--- config.mk ---
export PLATFORM = sky130hd
export DESIGN_NAME = framed_command_checksum_parser
export DESIGN_NICKNAME = d
export VERILOG_FILES = /design/src/fcc_pkg.sv /design/src/fcc_in_stage.sv /design/src/fcc_frame_core.sv /design/src/fcc_out_stage.sv /design/src/framed_command_checksum_parser.sv
export VERILOG_INCLUDE_DIRS = /design/src /design/src/src
export SDC_FILE = /design/constraint.sdc
export NUM_CORES = 1
export LEC_CHECK = 0
export ABC_CLOCK_PERIOD_IN_PS = 3550
export BUFFER_PORTS_ARGS = -buffer_cell sky130_fd_sc_hd__buf_2
export CAP_MARGIN = 40
export CORE_MARGIN = 2
export CORE_UTILIZATION = 35
export DETAILED_ROUTE_END_ITERATION = 10
export MAX_ROUTING_LAYER = met4
export PLACE_DENSITY = 0.53
export RECOVER_POWER = 50
export SLEW_MARGIN = 20
export SYNTH_ARGS = -nofsm -noshare
export SYNTH_HDL_FRONTEND = slang
export SYNTH_SLANG_ARGS = --single-unit
--- constraint.sdc ---
create_clock -name aclk -period 3.55 [get_ports aclk]
set_clock_uncertainty 0.2 [all_clocks]
set_input_delay 0.355 -clock aclk [delete_from_list [all_inputs] [get_ports aclk]]
set_output_delay 0.355 -clock aclk [all_outputs]
set_load 0.01 [all_outputs]
--- src/framed_command_checksum_parser_macros.svh ---
// Assertion macros used by the parser's top-level RTL
`ifndef FRAMED_COMMAND_CHECKSUM_PARSER_MACROS_SVH
`define FRAMED_COMMAND_CHECKSUM_PARSER_MACROS_SVH

// Same-cycle implication, checked outside reset
`define FCC_ASSERT_NOW(lbl, clk, rstn, ante, cons) \
    lbl: assert property (@(posedge clk) disable iff (!rstn) (ante) |-> (cons)) \
        else $error("framed command parser: same-cycle check failed");

// Next-cycle implication, checked outside reset
`define FCC_ASSERT_NEXT(lbl, clk, rstn, ante, cons) \
    lbl: assert property (@(posedge clk) disable iff (!rstn) (ante) |=> (cons)) \
        else $error("framed command parser: next-cycle check failed");

`endif

--- src/fcc_pkg.sv ---
package fcc_pkg;

    // Framing and separator bytes
    localparam logic [7:0] CHAR_START   = 8'h3C;
    localparam logic [7:0] CHAR_END     = 8'h3E;
    localparam logic [7:0] CHAR_NEWLINE = 8'h0A;
    localparam logic [7:0] CHAR_SEP     = 8'h2A;

    // Result kinds
    localparam logic [2:0] KIND_KEY      = 3'd0;
    localparam logic [2:0] KIND_OK       = 3'd1;
    localparam logic [2:0] KIND_NO_SEP   = 3'd2;
    localparam logic [2:0] KIND_MISMATCH = 3'd3;
    localparam logic [2:0] KIND_UNKNOWN  = 3'd4;

    // Command table
    localparam int NUM_CMDS  = 6;
    localparam int CMD_MAXCH = 11;

    localparam logic [7:0] CMD_TEXT [NUM_CMDS][CMD_MAXCH] = '{
        '{8'h4D, 8'h4F, 8'h44, 8'h45, 8'h31, 8'h3A, 8'h53, 8'h54, 8'h41, 8'h52, 8'h54},
        '{8'h4D, 8'h4F, 8'h44, 8'h45, 8'h32, 8'h3A, 8'h53, 8'h54, 8'h41, 8'h52, 8'h54},
        '{8'h4D, 8'h4F, 8'h44, 8'h45, 8'h33, 8'h3A, 8'h53, 8'h54, 8'h41, 8'h52, 8'h54},
        '{8'h4D, 8'h4F, 8'h44, 8'h45, 8'h34, 8'h3A, 8'h53, 8'h54, 8'h41, 8'h52, 8'h54},
        '{8'h4D, 8'h4F, 8'h44, 8'h45, 8'h35, 8'h3A, 8'h53, 8'h54, 8'h41, 8'h52, 8'h54},
        '{8'h4D, 8'h4F, 8'h44, 8'h45, 8'h3A, 8'h53, 8'h54, 8'h4F, 8'h50, 8'h00, 8'h00}
    };

    localparam logic [3:0] CMD_LEN [NUM_CMDS] = '{4'd11, 4'd11, 4'd11, 4'd11, 4'd11, 4'd9};

    typedef logic [NUM_CMDS-1:0] cand_mask_t;

    // One result item
    typedef struct packed {
        logic [2:0] result_kind;
        logic [7:0] key_byte;
        logic [2:0] command_code;
        logic [7:0] expected_checksum;
        logic [7:0] received_checksum;
    } fcc_result_t;

    // Character of one command at one position; positions past the table read as zero
    function automatic logic [7:0] cmd_char(input logic [2:0] idx, input logic [3:0] pos);
        logic [7:0] ch;
        ch = 8'h00;
        if (pos < 4'(CMD_MAXCH) && idx < 3'(NUM_CMDS)) begin
            ch = CMD_TEXT[idx][pos];
        end
        return ch;
    endfunction

    // Hex digit decode: bit 4 set means the byte is a hex digit
    function automatic logic [4:0] hex_decode(input logic [7:0] c);
        logic [7:0] diff;
        logic [4:0] res;
        diff = 8'h00;
        res  = 5'b0_0000;
        case (c) inside
            [8'h30:8'h39]: begin
                diff = c - 8'h30;
                res  = {1'b1, diff[3:0]};
            end
            [8'h61:8'h66]: begin
                diff = c - 8'd87;
                res  = {1'b1, diff[3:0]};
            end
            [8'h41:8'h46]: begin
                diff = c - 8'd55;
                res  = {1'b1, diff[3:0]};
            end
            default: res = 5'b0_0000;
        endcase
        return res;
    endfunction

endpackage

--- src/fcc_in_stage.sv ---
module fcc_in_stage
    import fcc_pkg::*;
(
    input  logic       aclk,
    input  logic       aresetn,
    input  logic       s_valid,
    output logic       s_ready,
    input  logic [7:0] s_rx_byte,
    input  logic       advance,
    output logic       byte_valid,
    output logic [7:0] byte_data
);

    logic       valid_reg;
    logic       valid_next;
    logic [7:0] byte_reg;

    // Take a new transfer when empty or when the held byte moves on this cycle
    assign s_ready    = !valid_reg || advance;
    assign valid_next = s_ready ? s_valid : valid_reg;

    always_ff @(posedge aclk) begin
        if (!aresetn) begin
            valid_reg <= 1'b0;
        end else begin
            valid_reg <= valid_next;
        end
    end

    // Hold the byte until it is processed
    always_ff @(posedge aclk) begin
        if (s_valid && s_ready) begin
            byte_reg <= s_rx_byte;
        end
    end

    assign byte_valid = valid_reg;
    assign byte_data  = byte_reg;

endmodule

--- src/fcc_frame_core.sv ---
module fcc_frame_core
    import fcc_pkg::*;
#(
    parameter int MAX_LEN = 128
) (
    input  logic        aclk,
    input  logic        aresetn,
    input  logic        step,
    input  logic [7:0]  rx_byte,
    output logic        res_valid,
    output fcc_result_t res
);

    localparam int CNT_W = $clog2(MAX_LEN);
    localparam logic [CNT_W-1:0] COUNT_LIMIT = CNT_W'(MAX_LEN - 1);

    logic             in_frame_reg,  in_frame_next;
    logic [CNT_W-1:0] count_reg,     count_next;
    logic             sep_reg,       sep_next;
    logic [7:0]       xor_reg,       xor_next;
    logic [1:0]       hex_cnt_reg,   hex_cnt_next;
    logic             hex_stop_reg,  hex_stop_next;
    logic [7:0]       hex_val_reg,   hex_val_next;
    cand_mask_t       cand_reg,      cand_next;
    logic [CNT_W-1:0] cmd_len_reg,   cmd_len_next;

    logic [4:0]  hex_d;
    cand_mask_t  cand_upd;
    logic        match_found;
    logic [2:0]  match_code;

    assign hex_d = hex_decode(rx_byte);

    // Drop the candidates that disagree with this command byte
    always_comb begin
        cand_upd = cand_reg;
        for (int i = 0; i < NUM_CMDS; i++) begin
            if (cmd_len_reg >= CNT_W'(CMD_LEN[i]) ||
                cmd_char(3'(i), cmd_len_reg[3:0]) != rx_byte) begin
                cand_upd[i] = 1'b0;
            end
        end
    end

    // Pick the first surviving command whose length agrees
    always_comb begin
        match_found = 1'b0;
        match_code  = 3'd0;
        for (int i = NUM_CMDS - 1; i >= 0; i--) begin
            if (cand_reg[i] && cmd_len_reg == CNT_W'(CMD_LEN[i])) begin
                match_found = 1'b1;
                match_code  = 3'(i);
            end
        end
    end

    // Frame state update and result for the current byte
    always_comb begin
        in_frame_next = in_frame_reg;
        count_next    = count_reg;
        sep_next      = sep_reg;
        xor_next      = xor_reg;
        hex_cnt_next  = hex_cnt_reg;
        hex_stop_next = hex_stop_reg;
        hex_val_next  = hex_val_reg;
        cand_next     = cand_reg;
        cmd_len_next  = cmd_len_reg;
        res_valid     = 1'b0;
        res           = '0;

        if (step) begin
            if (rx_byte == CHAR_START) begin
                in_frame_next = 1'b1;
                count_next    = '0;
                sep_next      = 1'b0;
                xor_next      = 8'h00;
                hex_cnt_next  = 2'd0;
                hex_stop_next = 1'b0;
                hex_val_next  = 8'h00;
                cand_next     = '1;
                cmd_len_next  = '0;
            end else if (!in_frame_reg) begin
                res_valid        = 1'b1;
                res.result_kind  = KIND_KEY;
                res.key_byte     = rx_byte;
            end else if (rx_byte == CHAR_NEWLINE || rx_byte == CHAR_END) begin
                // Close the frame; an empty one reports nothing
                res_valid = (count_reg != '0);
                if (!sep_reg) begin
                    res.result_kind = KIND_NO_SEP;
                end else begin
                    res.expected_checksum = xor_reg;
                    res.received_checksum = hex_val_reg;
                    if (xor_reg != hex_val_reg) begin
                        res.result_kind = KIND_MISMATCH;
                    end else if (match_found) begin
                        res.result_kind  = KIND_OK;
                        res.command_code = match_code;
                    end else begin
                        res.result_kind = KIND_UNKNOWN;
                    end
                end
                in_frame_next = 1'b0;
                count_next    = '0;
                sep_next      = 1'b0;
                xor_next      = 8'h00;
                hex_cnt_next  = 2'd0;
                hex_stop_next = 1'b0;
                hex_val_next  = 8'h00;
                cand_next     = '1;
                cmd_len_next  = '0;
            end else if (count_reg < COUNT_LIMIT) begin
                count_next = count_reg + 1'b1;
                if (!sep_reg) begin
                    if (rx_byte == CHAR_SEP) begin
                        sep_next = 1'b1;
                    end else begin
                        xor_next     = xor_reg ^ rx_byte;
                        cand_next    = cand_upd;
                        cmd_len_next = cmd_len_reg + 1'b1;
                    end
                end else if (!hex_stop_reg && hex_cnt_reg != 2'd2) begin
                    if (!hex_d[4]) begin
                        hex_stop_next = 1'b1;
                    end else begin
                        hex_val_next = {hex_val_reg[3:0], hex_d[3:0]};
                        hex_cnt_next = hex_cnt_reg + 2'd1;
                    end
                end
            end
        end
    end

    always_ff @(posedge aclk) begin
        if (!aresetn) begin
            in_frame_reg <= 1'b0;
            count_reg    <= '0;
            sep_reg      <= 1'b0;
            xor_reg      <= 8'h00;
            hex_cnt_reg  <= 2'd0;
            hex_stop_reg <= 1'b0;
            hex_val_reg  <= 8'h00;
            cand_reg     <= '1;
            cmd_len_reg  <= '0;
        end else begin
            in_frame_reg <= in_frame_next;
            count_reg    <= count_next;
            sep_reg      <= sep_next;
            xor_reg      <= xor_next;
            hex_cnt_reg  <= hex_cnt_next;
            hex_stop_reg <= hex_stop_next;
            hex_val_reg  <= hex_val_next;
            cand_reg     <= cand_next;
            cmd_len_reg  <= cmd_len_next;
        end
    end

endmodule

--- src/fcc_out_stage.sv ---
module fcc_out_stage
    import fcc_pkg::*;
(
    input  logic        aclk,
    input  logic        aresetn,
    input  logic        res_valid,
    input  fcc_result_t res,
    output logic        out_free,
    output logic        m_valid,
    input  logic        m_ready,
    output fcc_result_t m_res
);

    logic        valid_reg;
    logic        valid_next;
    fcc_result_t res_reg;

    // Free when empty or when the held result is taken this cycle
    assign out_free   = !valid_reg || m_ready;
    assign valid_next = out_free ? res_valid : valid_reg;

    always_ff @(posedge aclk) begin
        if (!aresetn) begin
            valid_reg <= 1'b0;
        end else begin
            valid_reg <= valid_next;
        end
    end

    // Load a new result only when the register is free
    always_ff @(posedge aclk) begin
        if (out_free && res_valid) begin
            res_reg <= res;
        end
    end

    assign m_valid = valid_reg;
    assign m_res   = res_reg;

endmodule

--- src/framed_command_checksum_parser.sv ---
// An accepted byte waits in the input register; its result is then loaded into the
// result register, which feeds the m_ channel. One byte per cycle while it is free;
// the frame state updates in one pass per byte. The registers decouple the channels.
// Reset (aresetn low, synchronous): leaves the frame, clears all frame state,
// sets every command candidate and empties both registers.
`include "framed_command_checksum_parser_macros.svh"

module framed_command_checksum_parser
    import fcc_pkg::*;
#(
    parameter int MAX_LEN = 128
) (
    input  logic       aclk,
    input  logic       aresetn,
    input  logic       s_valid,
    output logic       s_ready,
    input  logic [7:0] s_rx_byte,
    output logic       m_valid,
    input  logic       m_ready,
    output logic [2:0] m_result_kind,
    output logic [7:0] m_key_byte,
    output logic [2:0] m_command_code,
    output logic [7:0] m_expected_checksum,
    output logic [7:0] m_received_checksum
);

    logic        byte_valid;
    logic [7:0]  byte_data;
    logic        out_free;
    logic        step;
    logic        res_valid;
    fcc_result_t res;
    fcc_result_t m_res;

    // Register the incoming byte
    fcc_in_stage u_in (
        .aclk       (aclk),
        .aresetn    (aresetn),
        .s_valid    (s_valid),
        .s_ready    (s_ready),
        .s_rx_byte  (s_rx_byte),
        .advance    (out_free),
        .byte_valid (byte_valid),
        .byte_data  (byte_data)
    );

    // Process the held byte when the result register can take its outcome
    assign step = byte_valid && out_free;

    fcc_frame_core #(
        .MAX_LEN (MAX_LEN)
    ) u_core (
        .aclk      (aclk),
        .aresetn   (aresetn),
        .step      (step),
        .rx_byte   (byte_data),
        .res_valid (res_valid),
        .res       (res)
    );

    fcc_out_stage u_out (
        .aclk      (aclk),
        .aresetn   (aresetn),
        .res_valid (res_valid),
        .res       (res),
        .out_free  (out_free),
        .m_valid   (m_valid),
        .m_ready   (m_ready),
        .m_res     (m_res)
    );

    assign m_result_kind       = m_res.result_kind;
    assign m_key_byte          = m_res.key_byte;
    assign m_command_code      = m_res.command_code;
    assign m_expected_checksum = m_res.expected_checksum;
    assign m_received_checksum = m_res.received_checksum;

    // A stalled input side means a byte is held waiting
    `FCC_ASSERT_NOW(a_stall_held, aclk, aresetn, !s_ready, byte_valid)
    // A reported command always carries agreeing checksums and a valid code
    `FCC_ASSERT_NOW(a_ok_agree, aclk, aresetn, m_valid && m_result_kind == KIND_OK, m_expected_checksum == m_received_checksum && m_command_code <= 3'd5)
    // A mismatch always carries differing checksums
    `FCC_ASSERT_NOW(a_mismatch_differs, aclk, aresetn, m_valid && m_result_kind == KIND_MISMATCH, m_expected_checksum != m_received_checksum)
    // A processed byte with a result always shows on the output next cycle
    `FCC_ASSERT_NEXT(a_result_loaded, aclk, aresetn, step && res_valid, m_valid)

endmodule

# Word level (Yosys, flattened, before mapping)
# Memories as Yosys holds them, arrays and structs flattened.
# Cells that the tools add are included.
[word_totals]
regBits = 81
mem_bits_ro = 768
out_inout_bits = 32
inputBits = 12
memories = 6
elab_cells = 224
[mem_list]
columns = ["name", "words", "word_bits", "rd", "rd_clocked_by_memory_dff", "write_ports", "line_no", "source"]
rows = [
  ["(no name shown)", 16, 8, 1, 0, 0, "fcc_pkg.sv:47", "ch = CMD_TEXT[idx][pos];"],
  ["(no name shown)", 16, 8, 1, 0, 0, "fcc_pkg.sv:47", ""],
  ["(no name shown)", 16, 8, 1, 0, 0, "fcc_pkg.sv:47", ""],
  ["(no name shown)", 16, 8, 1, 0, 0, "fcc_pkg.sv:47", ""],
  ["(no name shown)", 16, 8, 1, 0, 0, "fcc_pkg.sv:47", ""],
  ["(no name shown)", 16, 8, 1, 0, 0, "fcc_pkg.sv:47", ""],
]
[op_classes]
muxes = 97
reduce_logical = 54
bitwise_logic = 7
n_eq_ne = 17
magnitude_cmp = 11
add_sub_neg = 6
[ops]
columns = ["operator", "count"]
rows = [
  ["2-to-1 mux 8 bit", 31],
  ["2-to-1 mux 7 bit", 10],
  ["!= test 8 bit", 7],
  ["AND reduction 6 bit", 8],
  ["2-to-1 mux 6 bit", 6],
  ["2-to-1 mux 1 bit", 33],
  ["nonzero test 3 bit", 10],
  ["equality test 8 x 6 -> 1 bit (second input constant)", 3],
  ["2-to-1 mux 2 bit", 11],
  [">= comparator 8 x 7 -> 1 bit (second input constant)", 2],
  ["less-or-equal comparator 8 x 7 -> 1 bit (second input constant)", 2],
  ["2-to-1 mux 5 bit", 3],
  ["adder 7 x 1 -> 7 bit (second input constant)", 2],
  ["equality test 7 x 4 -> 1 bit (second input constant)", 2],
  [">= comparator 7 x 4 -> 1 bit (second input constant)", 2],
  ["logical AND 1 bit", 13],
  ["OR reduction 11 bit", 1],
  ["logical OR 1 bit", 9],
  ["2-to-1 mux 3 bit", 3],
  ["OR reduction 9 bit", 1],
  ["equality test 8 x 4 -> 1 bit (second input constant)", 1],
  [">= comparator 8 x 6 -> 1 bit (second input constant)", 1],
  ["less-or-equal comparator 8 x 6 -> 1 bit (second input constant)", 1],
  ["OR reduction 8 bit", 1],
  ["21 further kinds", 29],
]

# Longest topological paths before layout
# Gate-level depths: netlist (run 1).
[logic_depth]
ltp_word = 14
mapped_depth = 11
mapped_depth_nobuf = 9

# By module
# Synthesis (run 1) repeated with hierarchy kept, for this count alone.
[unflattened]
cells_unflattened = 429
hier_area_um2 = 4389.2
[by_module_without_submodules]
columns = ["module", "area_per_inst_um2", "seq_area_each_um2", "instances", "cells_each"]
rows = [
  ["fcc_frame_core", 3126.7, 820.8, 1, 380],
  ["fcc_out_stage", 958.4, 920.9, 1, 35],
  ["fcc_in_stage", 297.8, 260.2, 1, 13],
  ["framed_command_checksum_parser", 6.3, 0.0, 1, 1],
]

# Least setup slack after synthesis (run 1)
# No wires, ideal clock.
[synth_timing]
path_kind = "register -> register"
start = "register u_in.byte_reg[0], in the netlist u_in.byte_data[0]"
end = "register u_out.res_reg, in the netlist u_out.m_res[0] (enable)"
synth_period_minus_slack_ns = 2.833
path_buffers = 1
setup_time_ns = 0.387
path_stages_with_launch = 8
required_ns = 2.963
arrival_ns = 2.246
path_slack_ns = 0.717
cell_sequence = "edfxtp_1 -> buf_2 -> inv_1 -> ha_1 -> and4bb_2 -> nand3_1 -> a211oi_2 -> a21o_1"
[synth_via]
elab_chain_len = 7
[synth_lines]
columns = ["item", "line_no", "source"]
rows = [
  ["start: declaration", "fcc_in_stage.sv:16", "logic [7:0] byte_reg;"],
  ["start signal: assignment", "fcc_in_stage.sv:33", "byte_reg <= s_rx_byte;"],
  ["equality test 8 x 4 -> 1 bit / equality test 8 x 6 -> 1 bit (equally long branches)", "fcc_frame_core.sv:86", "end else if (rx_byte == CHAR_NEWLINE || rx_byte == CHAR_END) begin"],
  ["logical OR 1 bit", "fcc_frame_core.sv:86", ""],
  ["2-to-1 mux 1 bit", "fcc_frame_core.sv:86", ""],
  ["2-to-1 mux 1 bit", "fcc_frame_core.sv:82", "end else if (!in_frame_reg) begin"],
  ["2-to-1 mux 1 bit (*)", "fcc_frame_core.sv:72", "if (rx_byte == CHAR_START) begin"],
  ["2-to-1 mux 1 bit (*)", "fcc_frame_core.sv:71", "if (step) begin"],
  ["logical AND 1 bit (*)", "fcc_out_stage.sv:32", "if (out_free && res_valid) begin"],
  ["end signal: assignment", "fcc_out_stage.sv:33", "res_reg <= res;"],
  ["end: declaration", "fcc_out_stage.sv:16", "fcc_result_t res_reg;"],
]
# Every way passes the cells marked *; elsewhere a longest branch is shown, timed or not.
# A chain may end at the register's enable or synchronous reset.

# Worst setup path after layout (run 1)
[layout_timing]
start = "register u_in.byte_reg[0], in the netlist u_in.byte_data[0]"
end = "register u_out.res_reg, in the netlist u_out.m_res[17], data pin"
[layout_via]
elab_chain_len = 4
[layout_lines]
columns = ["item", "line_no"]
rows = [
  ["equality test 8 x 4 -> 1 bit / equality test 8 x 6 -> 1 bit (equally long branches)", "fcc_frame_core.sv:86"],
  ["logical OR 1 bit", "fcc_frame_core.sv:86"],
  ["inverter 1 bit (no line)", "--"],
  ["OR reduction 9 bit (no line) (*)", "--"],
]
# Marks and branches as above.

==> results of run 1 <==
-- worst max-delay path, delay by kind of cell, from the launching register on --
family,cells,cell delay [ps]
fa+ha+maj,1,250
buf+inv,1,260
compound gates,1,290
simple gates,5,1390
flops,1,560
-- final cells by class --
cell class	instances	share of cell area
Clock buffer	10	0.0445
Clock inverter	6	0.0129
Tap cell	172	0.0419
Sequential cell	81	0.389
Multi-Input combinational cell	333	0.433
Timing Repair Buffer	62	0.0650
Inverter	18	0.0131
-- report_power, final --
group	switching, µW	internal (µW)
combinational	69.2	42.4
sequential	20.0	999
clock	375	547
total	464	1590
-- cell families (layout without fill, tap and decap cells) --
family	count (synthesis)	in the layout
buffers and inverters	46	96
DFF	81	81
muxes	1	1
xor gates and xnor gates	43	43
adders and majority gates	16	16
and+or+nand+nor	184	184
AOI/OAI and AO/OA	89	89
-- placed cells by master (no fill, tap or decap), types with 5 or more instances in the layout --
cell           instances
nand4_1               10
a21boi_0               8
nor2_1                37
xnor2_1               30
o21ai_0               13
buf_2                 11
and2_1                24
nand2_1               32
nor2b_1               12
nor4_1                10
a31oi_1               11
dfxtp_1               43
and2_0                 5
ha_1                  16
edfxtp_1              38
a21oi_1               21
clkbuf_1              34
clkbuf_16              9
xor2_1                13
dlygate4sd3_1          8
o31ai_1                8
inv_1                 18
buf_4                 10
nor3_1                 8
nand3_1               24
-- routing by layer --
metal	track usage	vias up	routed length, µm
met5	-	-	0
met4	0.0667	0	247
met3	0.0394	18	463
met2	0.259	81	4800
met1	0.225	1604	5090
li1	-	1718	-
-- through the flow --
stage	hold slack [ps]	cell area, µm²	std cells	utilization
2_1_floorplan	237	4450	460	-
5_1_grt	89.4	5140	682	0.411
6_report	59.5	5140	682	0.411
4_1_cts	44.9	5180	682	0.414
3_3_place_gp	248	4810	658	0.384
3_5_place_dp	267	4810	658	0.384
-- how the worst max path moves through the flow --
stage | to | slack [ps] | cells after the start
after floorplan | u_out.m_res[0] | 720 | 7
after global placement | u_out.m_res[2] | 550 | 7
after detailed placement | u_out.m_res[17] | 440 | 8
after CTS | u_out.m_res[17] | 420 | 8
after global routing | u_out.m_res[18] | 130 | 9
final | u_out.m_res[17] | 430 | 8
-- timing repair --
action                    4_1_cts  5_1_grt
hold buffers                    8        0
hold endpoints to repair        8        0
resized for setup               0        0
==> run summary, run 1 <==
After global routing the overflow that remains totals 0. The proportion of register bits with asynchronous set or reset after synthesis came out at 0. The iteration count of the initial detailed-routing pass is 5. The global-route usage over all layers came out at 0.172. The half-perimeter wire length of the detailed placement result came out at 7770 µm. The width of the chip is 117 µm. The average instance area after synthesis is 9.67 µm². The final-stage net count is 533. The worst endpoint data arrival time is 3100 ps.

The worst register-to-register path ends at u_out.m_res[17]. The number of buffers between clock root and the deepest sink came out at 2. The number of cells on the worst reg-to-reg path is 8. The number of enable flip-flop cells after synthesis is 38. The iteration-0 DRC count of the detailed router came out at 147. The dominant combinational cell family by area after synthesis is simple AND/OR/NAND/NOR gates. The summed negative setup slack over all endpoints came out at 0 ps. The initial antenna violation count came out at 0. From synthesis to final layout, the design area changed by 15.5%. Traced cell by cell, the critical path runs through inv_1 -> ha_1 -> and4bb_2 -> nand3_1 -> a211oi_2 -> and3_1 -> nand3_4 -> nor4b_4. The complex-gate fraction of the synthesized area is 0.139. Summed over all cells, the static leakage comes to 0.00186 µW.

The post-synthesis net count came out at 488. The number of input and output port buffers inserted came out at 43. The number of pins exceeding their max-slew limit in the final report came out at 0.

The post-CTS setup buffer count came out at 0. The final worst setup slack came out at 426 ps. The number of fill cells in the layout is 1,271. The final period demand of the worst path is 3120 ps.

The number of antenna diodes in the final layout is 0. Registers take 2000 µm². The worst hold path begins at s_valid. The register with the most flip-flops in the layout has 30 of them. The maximum number of pins on one net before global-route repair came out at 27. The synthesized netlist occupies a cell area of 4450 µm². The type of element launching the critical path is a flop. The final clock period utilization by the worst path is 0.880.

For hold timing, the worst endpoint is u_in.byte_valid. The worst setup path is captured at a flop. The worst setup path is of the reg2reg kind.

The root buffer cell chosen for the clock tree is clkbuf_16. The clock transition at the registers of the reported paths is 60 ps. The first element of the critical path is u_in.byte_data[0]. The cell with the largest stage delay on the worst path is and3_1. The area used by multi-input combinational logic is 2230 µm². For the pin with the worst max-slew slack, the measured transition is 701 ps.

The worst hold path was traced through 3 stages. Of all cell types, the one taking the most synthesized area is edfxtp_1. At the later pin of the worst-skew pair, clock insertion delay measures 340 ps. The multiplexer area fraction after synthesis came out at 0.00225. In this run the worst path has a maximum fanout of 19. Setup repair after global routing left no endpoint under its margin.

The number of different library cells in the post-synthesis netlist is 58. The I/O pin count came out at 44. The reg-to-reg critical path startpoint is u_in.byte_data[0]. The post-detailed-route count of antenna-violating nets came out at 0.

The worst IR drop on VDD is 0.285 mV. The worst slew margin relative to its limit came out at 0.529. The initial core utilization came out at 0.355. The share of synthesized area in the top cell type comes to 0.256.

In this design, the stage delay of the slowest critical-path cell is 570 ps. The post-place setup slack is 440 ps. The overall power consumption came out at 2050 µW. The yosys synthesis warning count came out at 0. Buffers inserted during clock tree synthesis total 9. The synthesized instance count is 460.

The internal reg-to-reg setup slack came out at 430 ps. The wire length reported by the detailed router came out at 10,600 µm. The DRC violation count after routing is 0. In the post-synthesis netlist, the biggest area contributors are edfxtp_1 26%, dfxtp_1 19%, xnor2_1 5.9%. Max-cap violations in this run came to 0. The detailed-route via count came out at 3,421. In the final routed layout, each cell accounts on average for 15.5 µm. The most common cell in the netlist is dfxtp_1. The run finished with clean final reports. STA puts the critical path data required time at 3520 ps. Setup violations remaining at the end of the flow were counted as 0. By count the netlist is led by 43 x dfxtp_1, 38 x edfxtp_1, 37 x nor2_1, 32 x nand2_1, 30 x xnor2_1. The number of sinks handled by clock tree synthesis came out at 81. The core outline area is 12,500 µm². Of the total synthesized cell area, the portion taken by XOR and XNOR cells is 0.0846. The total number of placement rows came out at 41.

The number of global-route vias before repair came out at 3,261. The power per cell area is 399 nW/µm². The die is 117 µm tall.

The first global-routing pass estimated 17,200 µm of wire. The hold violation total from the final report is 0. The full die area came out at 13,600 µm². Timing would allow up to 0.320 GHz. In the synthesized netlist the dominant register cell turns out to be dfxtp_1. The congestion estimate from routability-driven global placement came to 0.852.

The TritonCTS clock tree is yes. The tightest min-delay check is of the in2reg type. The number of vias per cell is 5.02. The number of levels the H-tree was split into is 3. The synthesized flop and latch total is 81. For this run, the register share of the synthesized area comes to 0.450. The adder-cell area share of the yosys netlist came out at 0.0450. The post-synthesis simple-gate area fraction is 0.229. The fraction of layout instances using a drive strength above 1 is 0.0902.
Note: power is estimated with default switching activity, not from simulation.
==> inputs of run 2 (changes only) <==
--- a/config.mk
+++ b/config.mk
@@ -13,7 +13,7 @@
 export CORE_UTILIZATION = 35
 export DETAILED_ROUTE_END_ITERATION = 10
 export MAX_ROUTING_LAYER = met4
-export PLACE_DENSITY = 0.53
+export PLACE_DENSITY_LB_ADDON = 0.3
 export RECOVER_POWER = 50
 export SLEW_MARGIN = 20
 export SYNTH_ARGS = -nofsm -noshare
==> run 2 against run 1 <==
Net effect: non-clock buffer count down 2; via count up 0.91%; final area down 0.24%; count of clock-buffer cells in the layout unchanged; sequential power about the same; first-iteration DRC count up 80%.
==> run summary, run 2 (same netlist as run 1, synthesis figures left out) <==
The run finished with clean final reports. The global-route usage over all layers came out at 0.165 (-0.00695). The core outline area is 12,500 µm² (unchanged). The final clock period utilization by the worst path came out at 0.875 (-0.00517).

The area overhead of the layout relative to synthesis came out at 15.2%. The worst endpoint data arrival time was 3080 ps (-20 ps). The full die area is 13,600 µm² (unchanged). The number of flip-flops under the largest register name came to 30 (unchanged). The post-detailed-route count of antenna-violating nets came to 0 (unchanged).

The tree is rooted in a clkbuf_16. STA classifies the critical path endpoint as a flop. The clock insertion delay at the later pin of the skew report is 340 ps (about the same). The final period demand of the worst path came out at 3110 ps (-18.3 ps).

The leakage power of the design came out at 0.00185 µW (-0.48%). The biggest fanout along the worst timing path came out at 19 (unchanged). The total CTS buffers was 9 (unchanged). The type of the most critical hold path is in2reg. The detail-routed net length per standard cell is 15.0 µm (-3.3%).

Setup repair after global routing left no endpoint under its margin. The power per cell area was 400 nW/µm² (+0.29%). The half-perimeter wire length of the detailed placement result is 7460 µm (-4.1%). The number of vias per cell is 5.08 (+1.2%).

The number of pins exceeding their max-slew limit in the final report was 0 (unchanged). The number of maximum-capacitance constraint violations was 0 (unchanged). The worst IR drop on VDD came to 0.189 mV (-34%). The highest attainable clock frequency came out at 0.322 GHz (+0.59%). The final-stage net count came out at 531 (-0.38%). The final global-route overflow total is 0 (unchanged). The number of global-route vias before repair came out at 3,198 (-1.9%).

TritonCTS built the clock tree. The critical path class is reg2reg. The clock transition at the registers of the reported paths came to 60 ps (about the same). The width of the chip is 117 µm (unchanged). The library cell used most frequently in the layout, excluding fill and tap cells, is dfxtp_1. The wire length reported by the detailed router came out at 10,200 µm (-3.6%). The slew at the pin closest to its max-slew limit came out at 801 ps (+99.5 ps).

The number of antenna repair diodes is 0 (unchanged). The initial antenna violation count came to 0 (unchanged). The maximum number of pins on one net before global-route repair is 28 (+3.7%).

The count of endpoints failing setup in the final report came out at 0 (unchanged). The data required time of the worst path is 3520 ps (about the same). The detailed-route via count came out at 3,452 (+0.91%).

The number of buffers between clock root and the deepest sink is 2 (unchanged). Leaving out fill and tap cells, the most frequent cells in the layout are 43 x dfxtp_1, 38 x edfxtp_1, 37 x nor2_1. The summed negative setup slack over all endpoints came to 0 ps (unchanged). The I/O pin count came to 44 (unchanged). The iteration count of the initial detailed-routing pass came out at 6 (+1). The number of levels the H-tree was split into is 3 (unchanged). The iteration-0 DRC count of the detailed router is 265 (+80%). The weighted congestion reported at the end of routability-driven placement came out at 0.918 (+7.8%). The number of input and output port buffers inserted is 43 (unchanged).

The DRC violation count after routing is 0 (unchanged). The vertical die dimension is 117 µm (unchanged). STA classifies the critical path startpoint as a flop. The utilization after layout came out at 0.410 (-0.00100). The fraction of layout instances using a drive strength above 1 came out at 0.0886 (-0.00161). The total number of placement rows is 41 (unchanged).

The initial core utilization came out at 0.355 (unchanged). The global-route wire length before repair came out at 16,600 µm (-3.7%). The worst slew margin relative to its limit is 0.464 (-0.0647). The number of fill cells in the layout was 1,271 (unchanged).

The hold violation total from the final report came out at 0 (unchanged). The post-CTS setup buffer count came out at 0 (unchanged). The number of sinks handled by clock tree synthesis came out at 81 (unchanged).
[run 2: cell types whose count changed in the layout (fill, tap and decap cells not counted), sizes merged]
cell,change
clkinv,+3
buf,-2
inv,-2
clkinvlp,-1
[run 2: layout make-up]
type                    instances  area (µm²)  share of cell area
multi-input cells             333        2230               0.434
flip-flops and latches         81        2000               0.390
repair buffers                 60         319              0.0622
clock buffers                  10         229              0.0447
well taps                     172         215              0.0420
clock inverters                 6        68.8              0.0134
inverters                      18        67.6              0.0132
[run 2: per-stage QoR]
step | cell area [µm²] | std cells | total power (µW) | setup slack (ps) | hold WS [ps]
2_1_floorplan | 4450 | 460 | 1100 | 717 | 237
3_3_place_gp | 4790 | 656 | 1150 | 614 | 246
3_5_place_dp | 4790 | 656 | 1150 | 484 | 262
4_1_cts | 5170 | 680 | 2070 | 471 | 69.0
5_1_grt | 5130 | 680 | 2130 | 202 | 89.0
6_report | 5130 | 680 | 2050 | 445 | 75.0
[run 2: worst paths after layout]
check | from | to | slack, ps | cells after the start
max | u_in.byte_data[0] | u_out.m_res[17] | 440 | 8
min | s_valid | u_in.byte_valid | 70 | 3
max reg2reg | u_in.byte_data[0] | u_out.m_res[17] | 440 | 8
min reg2reg | u_core.hex_cnt_reg[1] | u_core.hex_cnt_reg[1] | 270 | 2
[run 2: report_power, final]
group | switching [µW] | internal, µW | total (µW) | leakage [µW]
clock | 376 | 547 | 923 | 0.000143
sequential | 18.7 | 999 | 1020 | 0.000712
combinational | 70.3 | 42.2 | 113 | 0.000995
[run 2: timing repair]
item,4_1_cts,5_1_grt
gates resized for setup,0,0
hold buffers,8,0
endpoints found under the hold margin,8,0
[run 2: critical path, cell delays in order (launching register included)]
cell	delay [ps]
edfxtp_1	560
inv_1	260
ha_1	270
and4bb_2	270
nand3_1	120
a211oi_2	280
and3_1	540
nand3_4	160
nor4b_4	270
[run 2: routing by layer]
layer | wire length, µm | GRT usage | up-vias
met5 | 0 | - | -
met4 | 340 | 0.0808 | 0
met3 | 571 | 0.0275 | 24
met2 | 4440 | 0.245 | 112
met1 | 4870 | 0.218 | 1603
li1 | - | - | 1713
==> inputs of run 3 (changes only) <==
--- a/config.mk
+++ b/config.mk
@@ -6,7 +6,7 @@
 export SDC_FILE = /design/constraint.sdc
 export NUM_CORES = 1
 export LEC_CHECK = 0
-export ABC_CLOCK_PERIOD_IN_PS = 3550
+export ABC_CLOCK_PERIOD_IN_PS = 3700
 export BUFFER_PORTS_ARGS = -buffer_cell sky130_fd_sc_hd__buf_2
 export CAP_MARGIN = 40
 export CORE_MARGIN = 2
==> constraint.sdc (replaced) <==
create_clock -name aclk -period 3.7 [get_ports aclk]
set_clock_uncertainty 0.2 [all_clocks]
set_input_delay 0.37 -clock aclk [delete_from_list [all_inputs] [get_ports aclk]]
set_output_delay 0.37 -clock aclk [all_outputs]
set_load 0.01 [all_outputs]
==> run 3 against run 2 <==
Net effect: count of clock-buffer cells in the layout rose by 3; final area shrank 1.2%; first-iteration DRC count shrank 2.3%; cell count shrank 0.88%; hold slack got worse by 63 ps; register-to-register slack better by 100 ps; critical path type unchanged; critical endpoint is now u_core.hex_val_reg[2]; largest cell class unchanged.
==> run summary, run 3 (same netlist as run 1, synthesis figures left out) <==
The initial antenna violation count is 0 (unchanged). The number of vias per cell is 5.00 (-1.5%). The critical path is of the reg2reg type.

The maximum number of pins on one net before global-route repair was 28 (unchanged). The post-detailed-route count of antenna-violating nets is 0 (unchanged). The flow ran to the end, and the final reports show no timing, DRC or antenna violations.

The hold path depth is 1 (-2). Leaving out fill and tap cells, the most frequent cells in the layout are 43 x dfxtp_1, 38 x edfxtp_1, 37 x nor2_1, 37 x clkbuf_1, 32 x nand2_1. The DRC violation count after routing came to 0 (unchanged). The worst reg2reg path endpoint is u_core.hex_val_reg[2].

The library cell used most frequently in the layout, excluding fill and tap cells, is dfxtp_1. STA classifies the critical path startpoint as a flop. Compared with the post-synthesis result, the final layout area differs by 13.9%. The total number of placement rows is 41 (unchanged). The width of the chip is 117 µm (unchanged). The summed negative setup slack over all endpoints is 0 ps (unchanged).

The logic depth of the worst register-to-register path is 8 (unchanged). The data required time of the worst path was 3750 ps (+230 ps). The vertical die dimension is 117 µm (unchanged).

The worst setup path is captured at a flop. The TritonCTS clock tree is yes. The biggest fanout along the worst timing path came to 18 (-1).

The initial core utilization is 0.355 (unchanged). The clock insertion delay at the later pin of the skew report is 340 ps (about the same). The number of flip-flops under the largest register name came out at 30 (unchanged). The number of maximum-capacitance constraint violations came out at 0 (unchanged). The overall power consumption came out at 1970 µW (-4.0%). The clock transition at the registers of the reported paths came out at 60 ps (about the same). The half-perimeter wire length of the detailed placement result came out at 7320 µm (-1.8%). Setup repair after global routing left no endpoint under its margin. In this run the most critical hold path is launched from s_rx_byte[1]. The worst slew margin relative to its limit is 0.488 (+0.0241). The number of sinks handled by clock tree synthesis is 81 (unchanged). The global-route usage over all layers is 0.161 (-0.00390). The critical path goes through inv_1 -> ha_1 -> and4bb_2 -> and3_1 -> o211ai_4 -> o31a_1 -> nand3_1 -> o31ai_1. The hold violation total from the final report came out at 0 (unchanged).

The final-stage net count is 525 (-1.1%). The final clock period utilization by the worst path came out at 0.852 (-0.0231). The delay of the slowest critical-path stage was 620 ps (+60 ps).

The slew at the pin closest to its max-slew limit came out at 761 ps (-40.2 ps). The full die area came out at 13,600 µm² (unchanged). The number of buffers between clock root and the deepest sink is 2 (unchanged). The iteration count of the initial detailed-routing pass is 5 (-1). The type of the most critical hold path is in2reg.

The core outline area came out at 12,500 µm² (unchanged). The wire length reported by the detailed router is 10,200 µm (-0.62%). The worst IR drop on VDD was 0.196 mV (+3.7%). The final worst hold slack came out at 11.6 ps (-63.3 ps). The number of input and output port buffers inserted was 43 (unchanged). The final period demand of the worst path is 3150 ps (+45.7 ps). The I/O pin count came out at 44 (unchanged). The number of antenna repair diodes is 0 (unchanged). The leakage power of the design came out at 0.00182 µW (-1.8%).

The reg-to-reg critical path startpoint is u_in.byte_data[0]. The count of endpoints failing setup in the final report came out at 0 (unchanged). The fraction of layout instances using a drive strength above 1 came out at 0.0737 (-0.0149). The highest attainable clock frequency came out at 0.317 GHz (-1.4%). The power per cell area is 389 nW/µm² (-2.9%). The final global-route overflow total came out at 0 (unchanged).

The cell sitting at the root of the clock tree is a clkbuf_16. The detail-routed net length per standard cell is 15.1 µm (+0.27%). The utilization after layout came to 0.405 (-0.00490). The post-place setup slack came out at 591 ps (+107 ps). The number of pins exceeding their max-slew limit in the final report was 0 (unchanged). The worst endpoint data arrival time is 3200 ps (+120 ps).

For hold timing, the worst endpoint is u_in.byte_data[1]. The weighted congestion reported at the end of routability-driven placement came to 0.902 (-1.7%). The total CTS buffers came out at 9 (unchanged).

On the critical path, the stage with the largest delay is an instance of o31a_1. The global-route wire length before repair is 16,400 µm (-1.2%). The number of global-route vias before repair was 3,141 (-1.8%). The number of levels the H-tree was split into was 3 (unchanged).

The iteration-0 DRC count of the detailed router is 259 (-2.3%). The internal reg-to-reg setup slack is 550 ps (+100 ps). The detailed-route via count came out at 3,371 (-2.3%).

The final worst setup slack came out at 549 ps (+104 ps).
run 3: changes by cell type in the layout (fill, tap and decap cells not counted), sizes merged:
cell	before	now
buf	19	14
clkbuf	43	47
clkinv	4	1
dlygate4sd3	8	6
run 3: critical path, delay by kind of cell, from the launching register on:
kind,cells,cell delay [ps]
AO/OA/AOI/OAI,3,1130
adder cells (fa/ha/maj),1,290
buffers and inverters,1,220
flip-flops,1,580
AND/OR/NAND/NOR,3,620
run 3: stage by stage:
stage	cells	instance area [µm²]
2_1_floorplan	460	4450
3_3_place_gp	652	4760
3_5_place_dp	652	4760
4_1_cts	674	5120
6_report	674	5070
5_1_grt	674	5070
run 3: worst max-delay path by stage:
stage	start	endpoint	slack, ps	cells past startpoint
2_1_floorplan	u_in.byte_data[0]	u_out.m_res[0]	870	7
3_3_place_gp	u_in.byte_data[1]	u_out.m_res[23]	730	7
3_5_place_dp	u_in.byte_data[0]	u_core.hex_val_reg[2]	590	8
4_1_cts	u_in.byte_data[0]	u_core.hex_val_reg[2]	570	8
5_1_grt	u_in.byte_data[0]	u_out.m_res[18]	250	8
6_report	u_in.byte_data[0]	u_core.hex_val_reg[2]	550	8
run 3: layout make-up:
type                       count  area [µm²]
tap                          172         215
fill                        1278        7450
clock inverter                 3        42.5
timing repair buffer          54         268
clock buffer                  13         250
inverter                      18        67.6
multi-input combinational    333        2220
sequential                    81        2000
run 3: power breakdown:
part	internal, µW	leakage (µW)	switching, µW
Clock	541	0.000140	349
Sequential	958	0.000712	18.3
Combinational	38.3	0.000966	65.6
run 3: what timing repair did:
action,CTS,global route
hold buffers,6,0
gates resized for setup,0,0
buffers inserted,0,0
hold endpoints to repair,6,0
run 3: metal layers:
metal | track usage | wire length [µm] | vias up
met2 | 0.232 | 4370 | 81
li1 | - | - | 1707
met5 | - | 0 | -
met3 | 0.0358 | 496 | 17
met1 | 0.218 | 5030 | 1566
met4 | 0.0675 | 257 | 0
